**config.mk**
```make
export PLATFORM = sky130hd
export DESIGN_NAME = dll_seq
export DESIGN_NICKNAME = d
export VERILOG_FILES = /design/src/dll_pkg.sv /design/src/dll_seq.sv
export SDC_FILE = /design/constraint.sdc
export NUM_CORES = 1
export LEC_CHECK = 0
export BUFFER_PORTS_ARGS = -buffer_cell sky130_fd_sc_hd__clkbuf_2
export CAP_MARGIN = 20
export CORE_MARGIN = 1
export CORE_UTILIZATION = 50
export CTS_CLUSTER_DIAMETER = 40
export DETAILED_ROUTE_END_ITERATION = 16
export HOLD_SLACK_MARGIN = 0.12
export PLACE_DENSITY = 0.73
export SYNTH_ARGS = -nofsm -noshare
export SYNTH_HDL_FRONTEND = slang
export SYNTH_SLANG_ARGS = --single-unit
```
**constraint.sdc**
```tcl
create_clock -name aclk -period 1.8 [get_ports aclk]
set_input_delay 0.27 -clock aclk [delete_from_list [all_inputs] [get_ports aclk]]
set_output_delay 0.27 -clock aclk [all_outputs]
set_load 0.05 [all_outputs]
```
**src/dll_pkg.sv**
```systemverilog
// ----------------------------------------------------------------------------
// Doubly linked list table package
// Shared widths, operation codes and control structures for the link table.
// ----------------------------------------------------------------------------
package dll_pkg;

    // Width of a node number and of one stored link.
    localparam int FIELD_W       = 11;
    localparam int KIND_W        = 2;
    localparam int NODES_DEFAULT = 1024;

    // Stream payload widths, padded to whole bytes.
    localparam int S_TDATA_W = 24;
    localparam int S_TUSER_W = 8;
    localparam int M_TDATA_W = 24;

    // Operation codes carried on the input tuser.
    typedef enum logic [KIND_W-1:0] {
        KIND_UNLINK = 2'd0,
        KIND_BEFORE = 2'd1,
        KIND_AFTER  = 2'd2,
        KIND_QUERY  = 2'd3
    } kind_t;

    // Sequencer states, one-hot.
    typedef enum logic [3:0] {
        ST_CLEAR = 4'b0001,
        ST_IDLE  = 4'b0010,
        ST_READ  = 4'b0100,
        ST_WRITE = 4'b1000
    } state_t;

    // Requests from the datapath to the sequencer.
    typedef struct packed {
        logic accept;
        logic query;
        logic hold;
    } seq_req_t;

    // Phase flags from the sequencer to the datapath.
    typedef struct packed {
        logic clearing;
        logic idle;
        logic read;
        logic write;
    } seq_ctl_t;

endpackage

```
**src/dll_seq.sv**
```systemverilog
// ----------------------------------------------------------------------------
// Operation sequencer
// Runs the clearing pass after reset and steps each operation through its
// read phase and, for unlink and insert, its write phase.
// ----------------------------------------------------------------------------
module dll_seq
    import dll_pkg::*;
#(
    parameter int NODES = NODES_DEFAULT,
    parameter int AW    = 10
) (
    input  logic          aclk,
    input  logic          aresetn,
    input  seq_req_t      req,
    output seq_ctl_t      ctl,
    output logic [AW-1:0] clr_addr
);

    state_t        state_reg, state_next;
    logic [AW-1:0] clr_cnt_reg, clr_cnt_next;

    // Next state.
    always_comb begin
        state_next   = state_reg;
        clr_cnt_next = clr_cnt_reg;
        case (state_reg)
            ST_CLEAR: begin
                clr_cnt_next = clr_cnt_reg + 1'b1;
                if (clr_cnt_reg == AW'(NODES - 1)) begin
                    state_next = ST_IDLE;
                end
            end
            ST_IDLE: begin
                if (req.accept) begin
                    state_next = ST_READ;
                end
            end
            ST_READ: begin
                if (!req.query) begin
                    state_next = ST_WRITE;
                end else if (!req.hold) begin
                    state_next = ST_IDLE;
                end
            end
            ST_WRITE: begin
                state_next = ST_IDLE;
            end
            default: begin
                state_next = ST_CLEAR;
            end
        endcase
    end

    // State registers.
    always_ff @(posedge aclk) begin
        if (!aresetn) begin
            state_reg   <= ST_CLEAR;
            clr_cnt_reg <= '0;
        end else begin
            state_reg   <= state_next;
            clr_cnt_reg <= clr_cnt_next;
        end
    end

    // Phase flags.
    assign ctl.clearing = (state_reg == ST_CLEAR);
    assign ctl.idle     = (state_reg == ST_IDLE);
    assign ctl.read     = (state_reg == ST_READ);
    assign ctl.write    = (state_reg == ST_WRITE);
    assign clr_addr     = clr_cnt_reg;

`ifndef SYNTHESIS
    // An operation reaches its second write phase only straight from its read.
    assert property (@(posedge aclk) disable iff (!aresetn)
        ctl.write |-> $past(ctl.read))
        else $error("write phase entered without a read phase");

    // An accepted beat always starts a read phase next cycle.
    assert property (@(posedge aclk) disable iff (!aresetn)
        (ctl.idle && req.accept) |=> ctl.read)
        else $error("accepted beat did not start a read");
`endif

endmodule

```
* Yosys cells after proc, flatten, opt, wreduce, memory -nomap -nowiden *
Index checks and enable logic that the tools add are counted.

operators by class
  multiplexer cells = 5
  $add $sub $neg = 1
  eq/ne operators = 8
  reductions and logical operators = 1

operators with widths
  operator                                                                 number
  4-bit 2-to-1 mux                                                         4
  4-bit case mux with 4 select lines                                       1
  10-bit by 1-bit adder with 10-bit output, second input constant          1
  10-bit equality test, second input constant                              1
  4-bit by 1-bit equality test with 1-bit output, second input constant    1
  4-bit by 2-bit equality test with 1-bit output, second input constant    1
  4-bit by 3-bit equality test with 1-bit output, second input constant    1
  4-bit equality test, second input constant                               1
  3-bit inequality test, second input constant                             1
  3-bit AND reduction                                                      1
  2-bit by 1-bit inequality test with 1-bit output, second input constant  1
  2-bit inequality test, second input constant                             1

storage, ports and cells
  register bits = 14
  output and inout port bits = 14

* Depth between registers and ports, before layout *
Gate-level depths: netlist of the first run.

  depth in word-level cells = 3
  depth in mapped cells = 6
  mapped depth without buffers = 4

* Least setup slack after synthesis of the first run *
OpenSTA, ideal clock, no wires.

  path kind = reg-to-reg
  start = reg state_reg[2]
  end = reg state_reg[2]
  required time = 1.722 ns
  stages on the path, launching flop included = 5
  buffers on the path = 1
  data arrival time = 2.654 ns
  clock period less this slack = 2.732 ns
  setup slack = -0.932 ns
  path through = dfxtp_1 buf_2 nor4b_1 a32oi_1 a21oi_1

RTL lines
  element                 line           source
  from (decl)             dll_seq.sv:19  state_t state_reg, state_next;
  from (signal assigned)  dll_seq.sv:60  state_reg <= state_next;

* Worst setup path in the final report of the first run *
  start = reg state_reg[2]
  end = reg clr_cnt_reg[5], in the netlist clr_addr[5]

on the way
  word-level cells in the longest chain between the ends = 1

RTL lines
  element                                         line           source
  4-bit by 1-bit equality test with 1-bit output  dll_seq.sv:26  case (state_reg)
  to (signal assigned)                            dll_seq.sv:61  clr_cnt_reg <= clr_cnt_next;
  to (decl)                                       dll_seq.sv:20  logic [AW-1:0] clr_cnt_reg, clr_cnt_next;

No other way between the ends.
A chain may end at the register's enable or synchronous reset.

==> results.toml, run 1 <==
[outcome]
status = "finished, final reports clean"

[drt]
wirelength_mm = 1.618
via_per_inst = 5.888
ant_nets = 0
drtPass1Iterations = 4
wl_met3_um = 79
vias = 736
drt_iter0_drc = 7
dr_wl_met2_um = 712
wl_per_cell_um = 12.94
wl_met1_um = 817
top_layer = "met4"
drc_errors = 0

[sta]
finalHoldViolCount = 0
slew_headroom_pct = 79.41
tightest_slew_ps = 306.0
fin_worst_skew_ps = 9.141
rsz0062_at_grt = "false"
max_clock_freq_mhz = 580.4
period_share_pct = 95.72
post-route-min-period_ps = 1723
maxSlewViolCount = 0
finalSetupViolCount = 0
worst_slack_ps = 77.10
tns_ps = 0

[cts]
cts_inserted_buffers = 3
clk_latency_ps = 280
cts.reportedPaths.clkPinSlew_ps = 90
cts-htree-levels = 1
hold_buffers = 0
cts_sinks = 14
root_buffer = "clkbuf_4"
cts_buffer_depth = 2
cts_tree = "built"

[setup_path]
crit_arrival_ps = 1940
critPathRequiredTime_ps = 2020
setup.worst_path.class = "reg2reg"
r2r_start = "state_reg[2]"
ff2ff_setup_slack_ps = 80
worstSetupEndpointType = "register"
crit_start = "state_reg[2]"
reg2reg_depth = 4
crit_path_end = "clr_addr[5]"
critPathLaunchType = "register"
rr_endpoint = "clr_addr[5]"
crit_path_max_fanout = 5

[synth]
yosysWarnings = 0
yosys-top-cells-area = "dfxtp_1 (38%), or4_1 (5.1%), a21oi_1 (4.8%)"
synth_cell_types = 30
synth-main-ff-cell = "dfxtp_1"
synthArstFlopShare_pct = 0
yosysTopAreaCell = "dfxtp_1"
postSynthAreaPerCell_sq_um = 8.758
netlist_area_sq_um = 735.7
ys_seq_elements = 14
synth_nets = 90
synthTopCellsByCount = "dfxtp_1 (14), nand2_1 (9), a21oi_1 (7)"
synth-edff-count = 0
ys_seq_area_share_pct = 38.10
synthMostInstantiatedCell = "dfxtp_1"
netlist_instances = 84
netlist.area_leader.share_pct = 38.10

[floorplanning]
fp.dieArea_sq_um = 1629
fp-row-count = 13
num_io_pins = 19
die_h_um = 40.36
core_area_sq_um = 1334
die_w_um = 40.36
initial_core_util_pct = 55.16

[power_and_ir_drop]
leakagePower_nw = 0.3603
vdd_ir_drop_max_mv = 0.4535
cellPowerDensity_nw_per_um2 = 641.4
totalPowerFinal_mw = 0.6051

[placement]
dp_slack_ps = 129.8
gp_congestion = 0.8068
port_buffers = 18
hpwl_mm = 1.155

[finish]
diodes = 0
postLayoutCoreUtil_pct = 70.73
syn2layout_area_growth_pct = 28.23
drive_gt1_share_pct = 40.00
largest_reg_flops = 10
layout.nets = 117

[worst_hold_path]
hp-class = "in2reg"

[grt]
gr-total-overflow = 0
grtUsageTotal_pct = 21.31
grt_pass1_wl_mm = 2.214
antenna_found_initial = 0
grt_pass1_vias = 502
grt_max_degree = 10

[run]
maxCapViolCount = 0
==> critical path: stages, from the launching register on <==
cell	delay, ps
dfxtp_1	320
or4b_4	550
buf_4	170
or4_1	490
a21oi_1	130
==> routing by layer <==
metal | vias to the layer above | global-route usage [%]
li1 | 373 | -
met1 | 339 | 29.29
met2 | 22 | 28.57
met3 | 2 | 10.00
met4 | 0 | 7.500
met5 | - | 0
==> worst min-delay path by stage <==
stage,slack [ps],end,depth (start not counted),startpoint
final,210,state_reg[3],2,req[1]
after floorplan,350,state_reg[3],1,req[1]
after detailed placement,470,clr_addr[5],2,clr_addr[5]
after global routing,200,state_reg[3],2,req[1]
after CTS,200,state_reg[3],2,req[1]
after global placement,460,clr_addr[5],2,clr_addr[5]
==> what timing repair did <==
action                                  4_1_cts  5_1_grt
pin swaps                                     1        1
endpoints found under the setup margin        1        4
cloned                                        0        0
resized for setup                             1        3
buffers inserted                              2        0
==> where the power goes <==
group	switching [mW]	total [mW]	internal, mW
Clock	0.104	0.227	0.123
Combinational	0.0400	0.0553	0.0153
Sequential	0.00676	0.323	0.316
==> cells in the final DEF, fill, tap and decap left out, drive strengths merged <==
cell	synthesis	final
a21oi	7	7
a222oi	1	1
a31o	1	1
a31oi	1	1
a32oi	1	1
buf	4	11
clkbuf	0	19
dfxtp	14	14
ha	1	1
inv	6	6
mux2i	3	3
nand2	9	9
nand2b	3	3
nand3	3	3
nand4	1	1
nor2	3	3
nor3b	1	1
nor4	4	4
nor4b	3	3
o211a	1	1
o21ai	3	3
o2bb2ai	1	1
o31ai	4	4
or3	1	1
or4	5	5
or4b	1	1
xnor2	1	1
xor2	1	1
==> through the flow <==
| stage | hold WS, ps | std cells | area, sq um |
|---|---|---|---|
| global placement | 462.8 | 119 | 889.6 |
| CTS | 196.0 | 125 | 943.4 |
| detailed placement | 469.5 | 119 | 889.6 |
| finish | 211.1 | 125 | 943.4 |
| global route | 204.6 | 125 | 943.4 |
| floorplan | 346.1 | 84 | 762.0 |
==> layout make-up <==
type	count	area, sq um
well taps	15	18.77
clock buffers	4	36.28
fillers	116	390.4
multi-input cells	60	425.4
flip-flops and latches	14	287.8
repair buffers	26	152.6
inverters	6	22.52
==> cells by family after synthesis <==
group / synth area share, %
adders and majority gates: 1.700
buffers and inverters: 6.632
and+or+nand+nor: 29.08
xor gates and xnor gates: 2.381
DFF: 38.10
muxes: 4.082
AOI/OAI and AO/OA: 18.03
No activity file was read; power rests on OpenSTA's default activity.
==> run 2, diff against run 1 <==
- CORE_UTILIZATION: 50 -> 40
- CTS_CLUSTER_DIAMETER: 40 -> default
- PLACE_DENSITY: 0.73 -> 0.6
==> run 2 against run 1 <==
  * Clock-buffer cell count is 1 lower
  * Global-route usage is 3.3 points lower
  * Die area is 24% higher
  * Critical path depth stayed put
  * Maximum frequency is 1.6% lower
  * Final area is 3.3% higher
  * Final cell count is 8.0% higher
  * Combinational power hardly changed
  * Power is 9.2% lower
  * First-iteration DRC count grew to 4.0 times the previous value
  * Sequential power hardly changed
  * Clock power is 24% lower
  * Largest power group unchanged
  * Highest routed layer unchanged
==> results.toml, run 2 (synthesis gave the netlist of run 1 again) <==
[power_and_ir_drop]
pwr-share-seq_pct = 58.7
p_comb_share_pct = 10.0
vdd_ir_drop_max_mv = 0.5659
cellPowerDensity_nw_per_um2 = 563.6
p_sw_mw = 0.1407
p_int_mw = 0.4086
totalPowerFinal_mw = 0.5493
p_sw_share_pct = 25.61
leakagePower_nw = 0.3601
pwr-share-clk_pct = 31.3

[placement]
dp.cells = 129
hpwl_mm = 1.183
place_area_sq_um = 902.1
gp_congestion = 0.7410
port_buffers = 18

[cts]
cts.reportedPaths.clkPinSlew_ps = 80
cts_sinks = 14
cts_tree = "built"
root_buffer = "clkbuf_4"
cts_inserted_buffers = 3
cts_buffer_depth = 2
cts-htree-levels = 1
clk_latency_ps = 270

[sta]
holdWs_ps = 209.3
post-route-min-period_ps = 1751
maxSlewViolCount = 0
finalSetupViolCount = 0
tightest_slew_ps = 301.5
max_clock_freq_mhz = 571.2
fin_worst_skew_ps = 0.4617
rsz0062_at_grt = "false"
finalHoldViolCount = 0
period_share_pct = 97.26
slew_headroom_pct = 79.62

[setup_path]
path_cells = "or4b_4 -> buf_6 -> or4_1 -> a21oi_1"
slowest_delay_ps = 580
setup.worst_path.class = "reg2reg"
crit_path_max_fanout = 7
critPathLaunchType = "register"
critPathRequiredTime_ps = 2010
crit_arrival_ps = 1960
critPathSlowestCell = "or4b_4"
worstSetupEndpointType = "register"

[finish]
final_cell_area_sq_um = 974.7
layout_commonest_cell = "clkbuf_2"
regArea_sq_um = 287.8
fin_cells = 135
layout.nets = 118
final_cell_mix = "clkbuf_2 (16), nand2_1 (9), buf_4 (9)"
syn2layout_area_growth_pct = 32.48
drive_gt1_share_pct = 40.91
diodes = 0
largest_reg_flops = 10
postLayoutCoreUtil_pct = 56.45
multi_input_area_sq_um = 440.4
fillers = 166

[floorplanning]
initial_core_util_pct = 42.61
fp.dieArea_sq_um = 2015
fp-row-count = 15
die_w_um = 44.89
num_io_pins = 19
core_area_sq_um = 1727
die_h_um = 44.89

[drt]
ant_nets = 0
drc_errors = 0
drt_iter0_drc = 28
vias = 714
wirelength_mm = 1.667
via_per_inst = 5.289
drtPass1Iterations = 4
wl_per_cell_um = 12.35

[grt]
grt_max_degree = 10
grtUsageTotal_pct = 18.04
grt_pass1_vias = 560
gr-total-overflow = 0
grt_pass1_wl_mm = 2.546
antenna_found_initial = 0

[outcome]
status = "finished, final reports clean"

[run]
maxCapViolCount = 0

[worst_hold_path]
hp-class = "in2reg"
run 2: changes by cell type in the layout (fill, tap and decap cells not counted):
cell and delta:
buf_2 -2, buf_6 +2, clkbuf_2 +1, clkbuf_8 -1, nor4_1 -1, nor4_4 +1
run 2: worst max-delay path, delay by kind of cell, from the launching register on:
kind / cells / cell delay [ps]
flip-flops: 1 / 320
AO/OA/AOI/OAI: 1 / 150
buffers and inverters: 1 / 160
AND/OR/NAND/NOR: 2 / 1060
run 2: cell type report:
class	count	area share, %
sequential	14	29.53
inverter	6	2.311
multi-input combinational	60	45.19
clock buffer	3	2.311
tap	25	3.209
timing repair buffer	27	17.46
run 2: repair_timing:
action,CTS,global route
gates resized for setup,1,8
hold buffers,0,0
setup endpoints to repair,1,5
pin swaps,1,0
buffers inserted,3,0
run 2: power by group through the flow:
stage | logic (mW) | clock network (mW) | registers (mW)
6_report | 0.0551 | 0.172 | 0.322
5_1_grt | 0.0607 | 0.197 | 0.323
4_1_cts | 0.0550 | 0.179 | 0.322
3_5_place_dp | 0.0549 | 0 | 0.330
3_3_place_gp | 0.0539 | 0 | 0.329
2_1_floorplan | 0.0162 | 0 | 0.348
run 2: final timing paths:
check	start	to	slack [ps]	depth (start not counted)
min	req[1]	state_reg[3]	210	2
max reg2reg	state_reg[2]	clr_addr[3]	50	4
max	state_reg[2]	clr_addr[3]	50	4
min reg2reg	clr_addr[1]	clr_addr[1]	490	2
run 2: through the flow:
step                setup TNS, ps  setup slack (ps)
floorplan                  -98.96            -98.96
global placement                0             140.2
detailed placement              0             110.8
CTS                             0             21.81
global route                    0             3.032
finish                          0             49.36
run 2: routing by layer:
layer	vias up	global-route usage, %	wire length [um]
li1	370	-	-
met1	322	24.13	781
met2	20	25.88	772
met3	2	7.200	92
met4	0	7.273	21
met5	-	0	0
==> run 3, diff against run 2 <==
- CAP_MARGIN: 20 -> default
- PLACE_DENSITY: 0.6 -> 0.63
- clock period: 1.8 -> 1.5 ns (I/O delays scaled with it)
==> run 3 against run 2 <==
  * The flow now finishes with violations (negative setup slack)
  * Via count grew 10%
  * Setup slack lost 330 ps
  * Non-clock buffer count grew 10
  * Clock-buffer cell count grew 1
  * Sequential share of layout area shrank 4.1 points
  * Critical path depth is the same
  * Final cell count grew 8.1%
  * Global-route usage grew 4.1 points
  * First-iteration DRC count shrank 39%
  * Routed wire length grew 15%
  * Combinational power grew 51%
  * Largest cell class unchanged
==> results.toml, run 3 (synthesis gave the netlist of run 1 again) <==
[finish]
syn2layout_area_growth_pct = 65.99
drive_gt1_share_pct = 57.85
diodes = 0
layout.nets = 128
final_cell_mix = "clkbuf_2 (14), buf_4 (14), nand2_1 (9)"
largest_reg_flops = 10

[power_and_ir_drop]
p_sw_mw = 0.1968
leakagePower_nw = 0.4463
cellPowerDensity_nw_per_um2 = 610.1
p_comb_share_pct = 11.2
pwr-share-clk_pct = 37.8
p_int_mw = 0.5483
p_sw_share_pct = 26.41
vdd_ir_drop_max_mv = 0.5313
pwr-share-seq_pct = 51.0

[floorplanning]
fp-row-count = 15
core_area_sq_um = 1727
num_io_pins = 19
initial_core_util_pct = 42.61
die_w_um = 44.89
die_h_um = 44.89
fp.dieArea_sq_um = 2015

[cts]
root_buffer = "clkbuf_4"
cts_sinks = 14
cts_buffer_depth = 2
cts_inserted_buffers = 3
cts-htree-levels = 1
cts.reportedPaths.clkPinSlew_ps = 90
cts_tree = "built"
clk_latency_ps = 290

[setup_path]
crit_path_max_fanout = 4
worstSetupEndpointType = "output port"
slowest_delay_ps = 590
crit_arrival_ps = 1550
ff2ff_setup_slack_ps = -240
path_cells = "or4b_4 -> buf_6 -> inv_4 -> clkbuf_16"
rr_endpoint = "clr_addr[3]"
critPathLaunchType = "register"
critPathRequiredTime_ps = 1270
setup.worst_path.class = "reg2out"
r2r_start = "state_reg[1]"
reg2reg_depth = 4
critPathSlowestCell = "or4b_4"

[outcome]
status = "finished with violations"
failed_checks = "negative setup slack"

[drt]
drt_iter0_drc = 17
wirelength_mm = 1.912
drtPass1Iterations = 4
vias = 786
drc_errors = 0
via_per_inst = 5.384
wl_per_cell_um = 13.10
ant_nets = 0

[grt]
grt.busiest_layer = "met2"
gr-total-overflow = 0
antenna_found_initial = 0
grt_max_degree = 10
grt_pass1_vias = 739
grtUsageTotal_pct = 22.18
grt_pass1_wl_mm = 3.180
grt_util_met2_pct = 36.76
met1_usage_pct = 26.91
use_met3_pct = 2.800

[worst_hold_path]
worstHoldPathCells = 2
holdCritStartpoint = "req[1]"
whs_endpoint = "state_reg[3]"
hp-class = "in2reg"

[sta]
worst_slack_ps = -275.9
rsz0062_at_grt = "true"
finalHoldViolCount = 0
period_share_pct = 118.4
tightest_slew_ps = 374.4
tns_ps = -1575
maxSlewViolCount = 0
post-route-min-period_ps = 1776
slew_headroom_pct = 74.98
fin_worst_skew_ps = 1.748
max_clock_freq_mhz = 563.1
finalSetupViolCount = 11

[placement]
dp_slack_ps = -154.4
hpwl_mm = 1.284
port_buffers = 18
gp_congestion = 0.7115

[run]
maxCapViolCount = 0
==> run 3: final cells by class <==
cell class,instances,area (sq um)
clock buffers,4,36.28
fillers,140,505.5
inverters,6,25.02
multi-input cells,60,520.5
flip-flops and latches,14,310.3
well taps,25,31.28
repair buffers,37,297.8
==> run 3: how the worst max path moves through the flow <==
stage	slack, ps	depth (start not counted)	endpoint	start
final	-280	4	ctl[3]	state_reg[1]
after floorplan	-130	5	clr_addr[8]	state_reg[2]
after global routing	-310	4	ctl[3]	state_reg[1]
after global placement	-100	3	clr_addr[6]	state_reg[3]
after CTS	-250	4	ctl[3]	state_reg[1]
after detailed placement	-150	4	clr_addr[8]	state_reg[3]
==> run 3: worst max-delay path, delay by kind of cell (launching register included) <==
family	cells	cell delay, ps
buf+inv	3	350
simple gates	1	590
flops	1	320
==> run 3: routing by layer <==
layer | share of wire, % | vias up
met5 | 0 | -
met4 | 3.1 | 0
met3 | 2.1 | 7
met2 | 50 | 14
met1 | 45 | 375
li1 | - | 390
==> run 3: timing repair <==
action | in CTS | in global routing
hold buffers | 0 | 0
gates resized for setup | 16 | 7
setup buffers | 6 | 0
endpoints found under the setup margin | 14 | 14
pin swaps | 7 | 3
==> run 3: stage by stage <==
stage | instances | hold slack, ps | total power, mW | utilization [%] | cell area [sq um]
after floorplan | 84 | 293.7 | 0.4358 | - | 864.6
after global placement | 136 | 448.6 | 0.4674 | 60.14 | 1039
after detailed placement | 136 | 447.7 | 0.4692 | 60.14 | 1039
after CTS | 146 | 143.1 | 0.7431 | 69.13 | 1194
after global routing | 146 | 146.1 | 0.7721 | 70.72 | 1221
final | 146 | 139.6 | 0.7451 | 70.72 | 1221
==> run 3: power groups by stage <==
| stage | registers (mW) | logic, mW | clock network [mW] |
|---|---|---|---|
| after floorplan | 0.413 | 0.0226 | 0 |
| after global routing | 0.381 | 0.0918 | 0.300 |
| after detailed placement | 0.388 | 0.0809 | 0 |
| final | 0.380 | 0.0834 | 0.282 |
| after CTS | 0.379 | 0.0821 | 0.282 |
| after global placement | 0.388 | 0.0795 | 0 |
